File: src/hdl/fca_pkg.sv
// shared types and constants for the chain allocator
// no dependencies; imported by every module of the block
package fca_pkg;

  // table geometry, fixed by the 10-bit block fields
  localparam int NUM_BLOCKS = 1024;
  localparam int BLK_W      = 10;
  localparam int CNT_W      = 11;

  // stream widths
  localparam int IN_DATA_W  = 24;
  localparam int IN_USER_W  = 2;
  localparam int OUT_DATA_W = 16;

  // command codes
  localparam logic [IN_USER_W-1:0] CMD_ALLOC = 2'd0;
  localparam logic [IN_USER_W-1:0] CMD_FREE  = 2'd1;
  localparam logic [IN_USER_W-1:0] CMD_READ  = 2'd2;

  // one table entry
  typedef struct packed {
    logic             used;
    logic             eoc;
    logic [BLK_W-1:0] link;
  } entry_t;

  typedef enum logic [3:0] {
    ST_CLEAR,
    ST_IDLE,
    ST_DECODE,
    ST_SCAN,
    ST_LINK_END,
    ST_WALK_RD,
    ST_WALK_CHK,
    ST_READ_WAIT,
    ST_RESP
  } state_t;

  // result selection
  typedef enum logic [2:0] {
    RES_EMPTY,
    RES_NOSPACE,
    RES_ALLOC,
    RES_ZERO,
    RES_READ
  } res_sel_t;

  // controller to datapath
  typedef struct packed {
    logic     load;
    logic     clear;
    logic     scan_start;
    logic     scan;
    logic     link_end;
    logic     rd_cur;
    logic     walk_clr;
    logic     set_res;
    res_sel_t res_sel;
    logic     push;
  } dp_cmd_t;

  // datapath to controller
  typedef struct packed {
    logic                 clear_done;
    logic [IN_USER_W-1:0] op;
    logic                 count_zero;
    logic                 no_space;
    logic                 scan_done;
    logic                 walk_stop;
    logic                 out_free;
  } dp_stat_t;

endpackage

File: src/hdl/fca_ctrl.sv
// controller state machine of the chain allocator
// depends on fca_pkg for state, command and status types
module fca_ctrl (
  input  logic              clk,
  input  logic              rst,
  input  logic              in_valid,
  output logic              in_ready,
  input  fca_pkg::dp_stat_t stat,
  output fca_pkg::dp_cmd_t  cmd
);
  import fca_pkg::*;

  state_t state;
  state_t state_next;

  // state register
  always_ff @(posedge clk) begin
    if (rst) begin
      state <= ST_CLEAR;
    end else begin
      state <= state_next;
    end
  end

  // next state and commands
  always_comb begin
    state_next = state;
    in_ready   = 1'b0;
    cmd        = '0;
    cmd.res_sel = RES_ZERO;
    case (state)
      ST_CLEAR: begin
        cmd.clear = 1'b1;
        if (stat.clear_done) state_next = ST_IDLE;
      end
      ST_IDLE: begin
        in_ready = 1'b1;
        if (in_valid) begin
          cmd.load   = 1'b1;
          state_next = ST_DECODE;
        end
      end
      ST_DECODE: begin
        case (stat.op)
          CMD_ALLOC: begin
            if (stat.count_zero) begin
              cmd.set_res = 1'b1;
              cmd.res_sel = RES_EMPTY;
              state_next  = ST_RESP;
            end else if (stat.no_space) begin
              cmd.set_res = 1'b1;
              cmd.res_sel = RES_NOSPACE;
              state_next  = ST_RESP;
            end else begin
              cmd.scan_start = 1'b1;
              state_next     = ST_SCAN;
            end
          end
          CMD_FREE: begin
            state_next = ST_WALK_RD;
          end
          CMD_READ: begin
            cmd.rd_cur = 1'b1;
            state_next = ST_READ_WAIT;
          end
          default: begin
            cmd.set_res = 1'b1;
            cmd.res_sel = RES_ZERO;
            state_next  = ST_RESP;
          end
        endcase
      end
      ST_SCAN: begin
        cmd.scan = 1'b1;
        if (stat.scan_done) state_next = ST_LINK_END;
      end
      ST_LINK_END: begin
        cmd.link_end = 1'b1;
        cmd.set_res  = 1'b1;
        cmd.res_sel  = RES_ALLOC;
        state_next   = ST_RESP;
      end
      ST_WALK_RD: begin
        cmd.rd_cur = 1'b1;
        state_next = ST_WALK_CHK;
      end
      ST_WALK_CHK: begin
        cmd.walk_clr = 1'b1;
        if (stat.walk_stop) begin
          cmd.set_res = 1'b1;
          cmd.res_sel = RES_ZERO;
          state_next  = ST_RESP;
        end else begin
          state_next = ST_WALK_RD;
        end
      end
      ST_READ_WAIT: begin
        cmd.set_res = 1'b1;
        cmd.res_sel = RES_READ;
        state_next  = ST_RESP;
      end
      ST_RESP: begin
        if (stat.out_free) begin
          cmd.push   = 1'b1;
          state_next = ST_IDLE;
        end
      end
      default: begin
        state_next = ST_IDLE;
      end
    endcase
  end

endmodule

File: config.mk
export PLATFORM = sky130hd
export DESIGN_NAME = fca_ctrl
export DESIGN_NICKNAME = d
export VERILOG_FILES = /design/src/hdl/fca_pkg.sv /design/src/hdl/fca_ctrl.sv
export SDC_FILE = /design/constraint.sdc
export NUM_CORES = 1
export LEC_CHECK = 0
export BUFFER_PORTS_ARGS = -buffer_cell sky130_fd_sc_hd__buf_2
export CORE_MARGIN = 1
export CORE_UTILIZATION = 40
export CTS_CLUSTER_DIAMETER = 50
export CTS_CLUSTER_SIZE = 12
export DETAILED_ROUTE_END_ITERATION = 16
export GPL_ROUTABILITY_DRIVEN = 0
export MAX_ROUTING_LAYER = met4
export PLACE_DENSITY = 0.73
export SETUP_SLACK_MARGIN = 0.15
export SLEW_MARGIN = 10
export SYNTH_ARGS = -nofsm -noshare
export SYNTH_HDL_FRONTEND = slang
export SYNTH_SLANG_ARGS = --single-unit
File: constraint.sdc
create_clock -name clk -period 1.22 [get_ports clk]
set_input_delay 0.061 -clock clk [delete_from_list [all_inputs] [get_ports clk]]
set_output_delay 0.061 -clock clk [all_outputs]
set_load 0.02 [all_outputs]
==> results of run 1 <==
## stage by stage
step / TNS [ps] / cell area [um^2] / hold WS (ps)
4_1_cts: -2050 / 1080 / 31.7
3_5_place_dp: -623 / 892 / 291
3_3_place_gp: -410 / 892 / 289
2_1_floorplan: -154 / 573 / 130
## logic make-up after synthesis
kind of cell / Yosys count
AND/OR/NAND/NOR: 37
AO/OA/AOI/OAI: 16
buffers and inverters: 9
flip-flops: 4
adder cells (fa/ha/maj): 3
multiplexers: 1
## synthesized netlist by cell type, types with 2 or more instances
cell type / number / area [um^2]
a21o_1: 2 / 15.0
a21oi_1: 3 / 15.0
a31oi_1: 2 / 12.5
and2_1: 3 / 18.8
and2b_2: 2 / 17.5
buf_2: 2 / 10.0
dfxtp_1: 4 / 80.1
ha_1: 3 / 37.5
inv_1: 5 / 18.8
nand2_1: 4 / 15.0
nand2b_1: 6 / 37.5
nor2_1: 9 / 33.8
nor3_1: 2 / 10.0
o21ai_1: 2 / 10.0
## repair_timing
item                       in CTS
setup buffers                   5
pin swaps                      10
setup endpoints to repair      17
resized for setup              38
==> reports/results.ini, run 1 <==
[timing]
crit_endpoint = cmd[4]
endpoint_type = output port

[logic_synthesis]
ys_warn_count = 0
ys.flop_type = dfxtp_1
synth_cell_types = 35
avgSynthCellArea_um2 = 7.54
synth_compound_area_share_pct = 20.4
synthMuxAreaShare_pct = 1.90
synth_edf_count = 0
synth-simple-area-share_pct = 46.4
postSynthCellCount = 70
synth_xor_area_share_pct = 0
synth_seq_area_share_pct = 15.2
synth_area_um2 = 528
ys_ff_latch = 4
synth_fa_ha_area_share_pct = 7.11
async_reset_ff_share_pct = 0
syn_nets = 84
synth_top_family_by_area = simple AND/OR/NAND/NOR gates

[outcome]
error_line = [ERROR DPL-0038] Utilization greater than 100%, impossible to legalize
status = aborted with a tool error
haltStage = 5_1_grt

[floorplan]
io-pin-count = 24
start_util_pct = 45.1
die_w_um = 38.3
rows = 12
die_y_um = 38.3

[clock_network]
cts_buffers = 3
cts.sinks = 4
htree_levels = 1
root_buffer = clkbuf_4
hold_buffers = 0
clockBufferDepth = 2

[grt]
grt_max_degree = 10

[placed_design]
place_ws_ps = -191
hpwl_um = 1410
place_inst = 133
io_buffers = 23

==> inputs of run 2 (changes only) <==
- CORE_AREA: default -> 2 2 63 65
- CORE_MARGIN: 1 -> default
- CORE_UTILIZATION: 40 -> default
- CTS_CLUSTER_DIAMETER: 50 -> default
- CTS_CLUSTER_SIZE: 12 -> default
- DIE_AREA: default -> 0 0 65 67
- MAX_ROUTING_LAYER: met4 -> default
- PLACE_DENSITY: 0.73 -> default
- PLACE_DENSITY_LB_ADDON: default -> 0.15
- SETUP_SLACK_MARGIN: 0.15 -> default
- clock period: 1.22 -> 1.59 ns (I/O delays scaled with it)
==> reports/results.ini, run 2 <==
[outcome]
status = finished clean

[layout]
fill_cells = 418
layout_commonest_cell = buf_2
synthToLayoutAreaGrowth_pct = 51.7
top_regs = state x4
utilization_pct = 22.2
layout-drive-gt1-share_pct = 43.6
largest_register_ffs = 4
regMostFlops = state
final_nets = 117
antenna_cells = 0
instances_no_fill = 149
final_cell_mix = buf_2 (22), nor2_1 (9), buf_4 (9), nand2b_1 (6), inv_1 (5)

[clock_network]
cts.sinks = 4
clockBufferDepth = 2
clock_latency_ps = 220
cts.clk_slew.worst_paths_ps = 30
cts_buffers = 3
cts_tree = yes
htree_levels = 1
root_buffer = clkbuf_8

[logic_synthesis]
post-synth-top-count-cell = nor2_1
synth_area_um2 = 528
synth_edf_count = 0
syn_nets = 84
avgSynthCellArea_um2 = 7.54
synth_cell_types = 35
ys.flop_type = dfxtp_1
synth_seq_area_share_pct = 15.2
synth_common_cells = nor2_1 (9), nand2b_1 (6), inv_1 (5)
postSynthCellCount = 70
async_reset_ff_share_pct = 0
synthTopCellsByArea = dfxtp_1 (15%), ha_1 (7.1%), nand2b_1 (7.1%)
synth.largest_area_cell = dfxtp_1
ys_ff_latch = 4
ys_warn_count = 0
synth_top_area_share_pct = 15.2

[routing]
routed_wl_um = 1610
via_per_inst = 4.01
wl_per_cell_um = 10.8
drtPass1Iterations = 4
postRouteAntennaNets = 0
vias = 598
drc = 0
drtIter0Drc = 9

[placed_design]
place_inst = 145
hpwl_um = 1350
io_buffers = 23

[timing]
fin_hold_ws_ps = 89.8
clock.fmax_mhz = 655
finalCritPeriodShare_pct = 96.0
slew_viol_final = 0
worst_pin_slew_ps = 383
final-setup-viol-count = 0
fin_crit_ps = 1530
relSlewSlack_pct = 74.4
fin_skew_ps = 1.46
final-hold-violation-count = 0

[grt]
grt_max_degree = 13
antenna_found_initial = 0
busiest_layer = met2
gr-total-overflow = 0
grt_use_met1_pct = 10.1
met2_usage_pct = 13.0
grt_pass1_wl_um = 2730
met3_usage_pct = 4.05
grt_pass1_vias = 593
grt_usage_pct = 8.14

[setup_path]
path_max_fanout = 8
critical_path_class = flop to output port
cp-end-kind = output port
worstPathArrival_ps = 1450
critical_path.startpoint_type = flop
critical_path_required_ps = 1510

[power]
ir_drop_mv = 0.301
power_leakage_uw = 0.000371
power.density_nw_per_um2 = 555
total_power_uw = 445

[worst_hold_path]
hp-class = primary input to flop

[flow_run]
max_cap_viol_count = 0

[floorplan]
start_util_pct = 14.6
dieArea_um2 = 4360
rows = 22
io-pin-count = 24
core_area_um2 = 3610
die_y_um = 67
die_w_um = 65

==> run 2: cell counts after synthesis <==
Identical to the previous run, type by type.
==> run 2: layout make-up <==
class                           instances  area (um^2)  share of cell area, %
Tap cell                               48         60.1                   7.50
Timing Repair Buffer                   32          189                   23.6
Inverter                                5         18.8                   2.34
Sequential cell                         4         88.8                   11.1
Clock buffer                            3         41.3                   5.16
Multi-Input combinational cell         57          403                   50.3
==> run 2: critical path: stages, from the launching register on <==
cell and delay (ps):
dfxtp_4 360, buf_6 140, nor2_8 110, nand2_2 80
o32a_1 350, inv_1 60, buf_4 130
==> run 2: path summary, 6_finish.rpt <==
path | from | endpoint | slack [ps] | cells after the start
max | state[0]$_SDFFE_PP0P_ | cmd[4] | 60 | 6
min | rst | state[1]$_SDFFE_PP0P_ | 90 | 2
max reg2reg | state[0]$_SDFFE_PP0P_ | state[3]$_SDFFE_PP0P_ | 240 | 6
min reg2reg | state[2]$_SDFFE_PP0P_ | state[1]$_SDFFE_PP0P_ | 650 | 2
==> run 2: through the flow <==
stage | cell area [um^2] | setup WS, ps | TNS [ps]
after CTS | 779 | 2.59 | 0
after detailed placement | 734 | 124 | 0
after floorplan | 528 | 53.7 | 0
after global routing | 801 | -13.3 | -13.3
after global placement | 734 | 108 | 0
final | 801 | 63.0 | 0
==> run 2: cell families (layout without fill, tap and decap cells) <==
| logic type | after synthesis | after routing | share of synthesized area [%] |
|---|---|---|---|
| AND/OR/NAND/NOR | 37 | 37 | 46.4 |
| AO/OA/AOI/OAI | 16 | 16 | 20.4 |
| buffers and inverters | 9 | 40 | 9.01 |
| flip-flops | 4 | 4 | 15.2 |
| adder cells (fa/ha/maj) | 3 | 3 | 7.11 |
| multiplexers | 1 | 1 | 1.90 |
==> run 2: report_power, final <==
part	switching, uW	total, uW	internal [uW]
clock network	51.8	213	161
logic	63.9	119	55.1
registers	8.91	113	104
==> run 2: what timing repair did <==
action                                  4_1_cts  5_1_grt
pin swaps                                     0        1
buffers inserted                              0        1
gates resized for setup                       3        5
hold buffers                                  0        0
endpoints found under the setup margin        2        1
==> run 2: metal layers <==
layer / routed length, um / vias up
met2: 745 / 14
met3: 113 / 0
met4: 0 / 0
met1: 749 / 273
met5: 0 / -
li1: - / 311
Note: power is estimated with default switching activity, not from simulation.
==> inputs of run 3 (changes only) <==
- CAP_MARGIN: default -> 10
- clock period: 1.59 -> 1.9 ns (I/O delays scaled with it)
==> reports/results.ini, run 3 (same netlist as run 2, synthesis figures left out) <==
[outcome]
status = finished clean

[routing]
vias = 574
wl_per_cell_um = 10.7
routed_wl_um = 1520
drtIter0Drc = 28
drc = 0
postRouteAntennaNets = 0
drtPass1Iterations = 3
via_per_inst = 4.04

[clock_network]
cts_tree = yes
htree_levels = 1
root_buffer = clkbuf_8
hold_buffers = 0
cts_buffers = 3
clock_latency_ps = 220
cts.sinks = 4
clockBufferDepth = 2
cts.clk_slew.worst_paths_ps = 30

[setup_path]
critical_path_required_ps = 1800
r2r-start = state[0]$_SDFFE_PP0P_
cp-end-kind = output port
critical_path.startpoint_type = flop
rrSetupSlack_ps = 450
critical_path_class = flop to output port
rr_endpoint = state[0]$_SDFFE_PP0P_
worstPathArrival_ps = 1620
path_max_fanout = 12
r2r.worst_path.cells = 4

[timing]
relSlewSlack_pct = 62.8
final-setup-viol-count = 0
fin_crit_ps = 1710
final-hold-violation-count = 0
fin_skew_ps = 3.50
clock.fmax_mhz = 583
worst_pin_slew_ps = 558
finalCritPeriodShare_pct = 90.3
slew_viol_final = 0
rsz0062_at_grt = false
setup_tns_ps = 0

[power]
ir_drop_mv = 0.222
clkPwrFrac_pct = 48.6
power_switching_uw = 101
power_frac_comb_pct = 24.0
p_int_uw = 263
seqPwrFrac_pct = 27.5
switching_share_pct = 27.7
power_leakage_uw = 0.000334
power.density_nw_per_um2 = 497
total_power_uw = 364

[floorplan]
die_y_um = 67
die_w_um = 65
dieArea_um2 = 4360
io-pin-count = 24
core_area_um2 = 3610
rows = 22
start_util_pct = 14.6

[worst_hold_path]
worstHoldStart = rst
whs_path_depth = 2
hp-class = primary input to flop
worstHoldEndpoint = state[1]$_SDFFE_PP0P_

[grt]
grt_pass1_vias = 598
grt_max_degree = 16
antenna_found_initial = 0
grt_pass1_wl_um = 2590
gr-total-overflow = 0
grt_usage_pct = 7.61

[layout]
regMostFlops = state
utilization_pct = 20.3
final_cell_mix = buf_2 (23), nor2_1 (9), nand2b_1 (6), inv_1 (5), nand2_1 (4)
top_regs = state x4
final_nets = 110
instances_no_fill = 142
layout-drive-gt1-share_pct = 36.2
layout_commonest_cell = buf_2
antenna_cells = 0
fill_cells = 421
synthToLayoutAreaGrowth_pct = 38.6
largest_register_ffs = 4

[placed_design]
hpwl_um = 1260
io_buffers = 23
place_inst = 139

[flow_run]
max_cap_viol_count = 0

[run 3: cell count changes in the layout (fill, tap and decap cells not counted), sizes merged]
cell and delta:
buf -7
[run 3: metal layers]
metal	vias to the layer above	part of all wire [%]	track usage, %
li1	295	-	-
met1	263	51	10.4
met2	14	43	11.3
met3	2	5.3	2.70
met4	0	0.73	1.60
met5	-	0	0
[run 3: worst max path at each step]
| stage | endpoint | slack, ps | depth (start not counted) | start |
|---|---|---|---|---|
| 2_1_floorplan | cmd[11] | 350 | 4 | state[2]$_SDFFE_PP0P_ |
| 3_5_place_dp | cmd[4] | 310 | 5 | state[1]$_SDFFE_PP0P_ |
| 6_report | cmd[4] | 190 | 5 | state[0]$_SDFFE_PP0P_ |
| 4_1_cts | cmd[4] | 70 | 5 | state[1]$_SDFFE_PP0P_ |
| 5_1_grt | cmd[4] | 90 | 5 | state[0]$_SDFFE_PP0P_ |
| 3_3_place_gp | cmd[4] | 330 | 5 | state[1]$_SDFFE_PP0P_ |
[run 3: per-stage QoR]
stage | worst slack, ps | hold slack, ps | cell area (um^2)
2_1_floorplan | 348 | 164 | 528
3_3_place_gp | 332 | 340 | 689
3_5_place_dp | 308 | 331 | 689
4_1_cts | 65.7 | 104 | 731
5_1_grt | 88.0 | 115 | 732
6_report | 185 | 108 | 732
[run 3: critical path, stage by stage, from the launching register on]
cell and delay (ps):
dfxtp_1 660, nand2b_1 200, o211ai_1 110, o32a_1 220, inv_1 60, buf_2 150
[run 3: cell type report]
type | instances | area (um^2) | share of cell area [%]
Multi-Input combinational cell | 57 | 400 | 54.7
Timing Repair Buffer | 25 | 130 | 17.8
Sequential cell | 4 | 81.3 | 11.1
Tap cell | 48 | 60.1 | 8.21
Clock buffer | 3 | 41.3 | 5.64
Inverter | 5 | 18.8 | 2.56
[run 3: timing repair]
action	CTS	global route
buffers inserted	0	0
endpoints found under the setup margin	0	1
resized for setup	0	1
[run 3: power groups by stage]
stage                     Clock, uW  Sequential [uW]  Combinational (uW)
after floorplan                   0             90.7                70.1
after CTS                       181             99.9                88.3
after global routing            189              101                98.6
after detailed placement          0              101                87.9
final                           177             99.9                87.2
after global placement            0              101                88.5
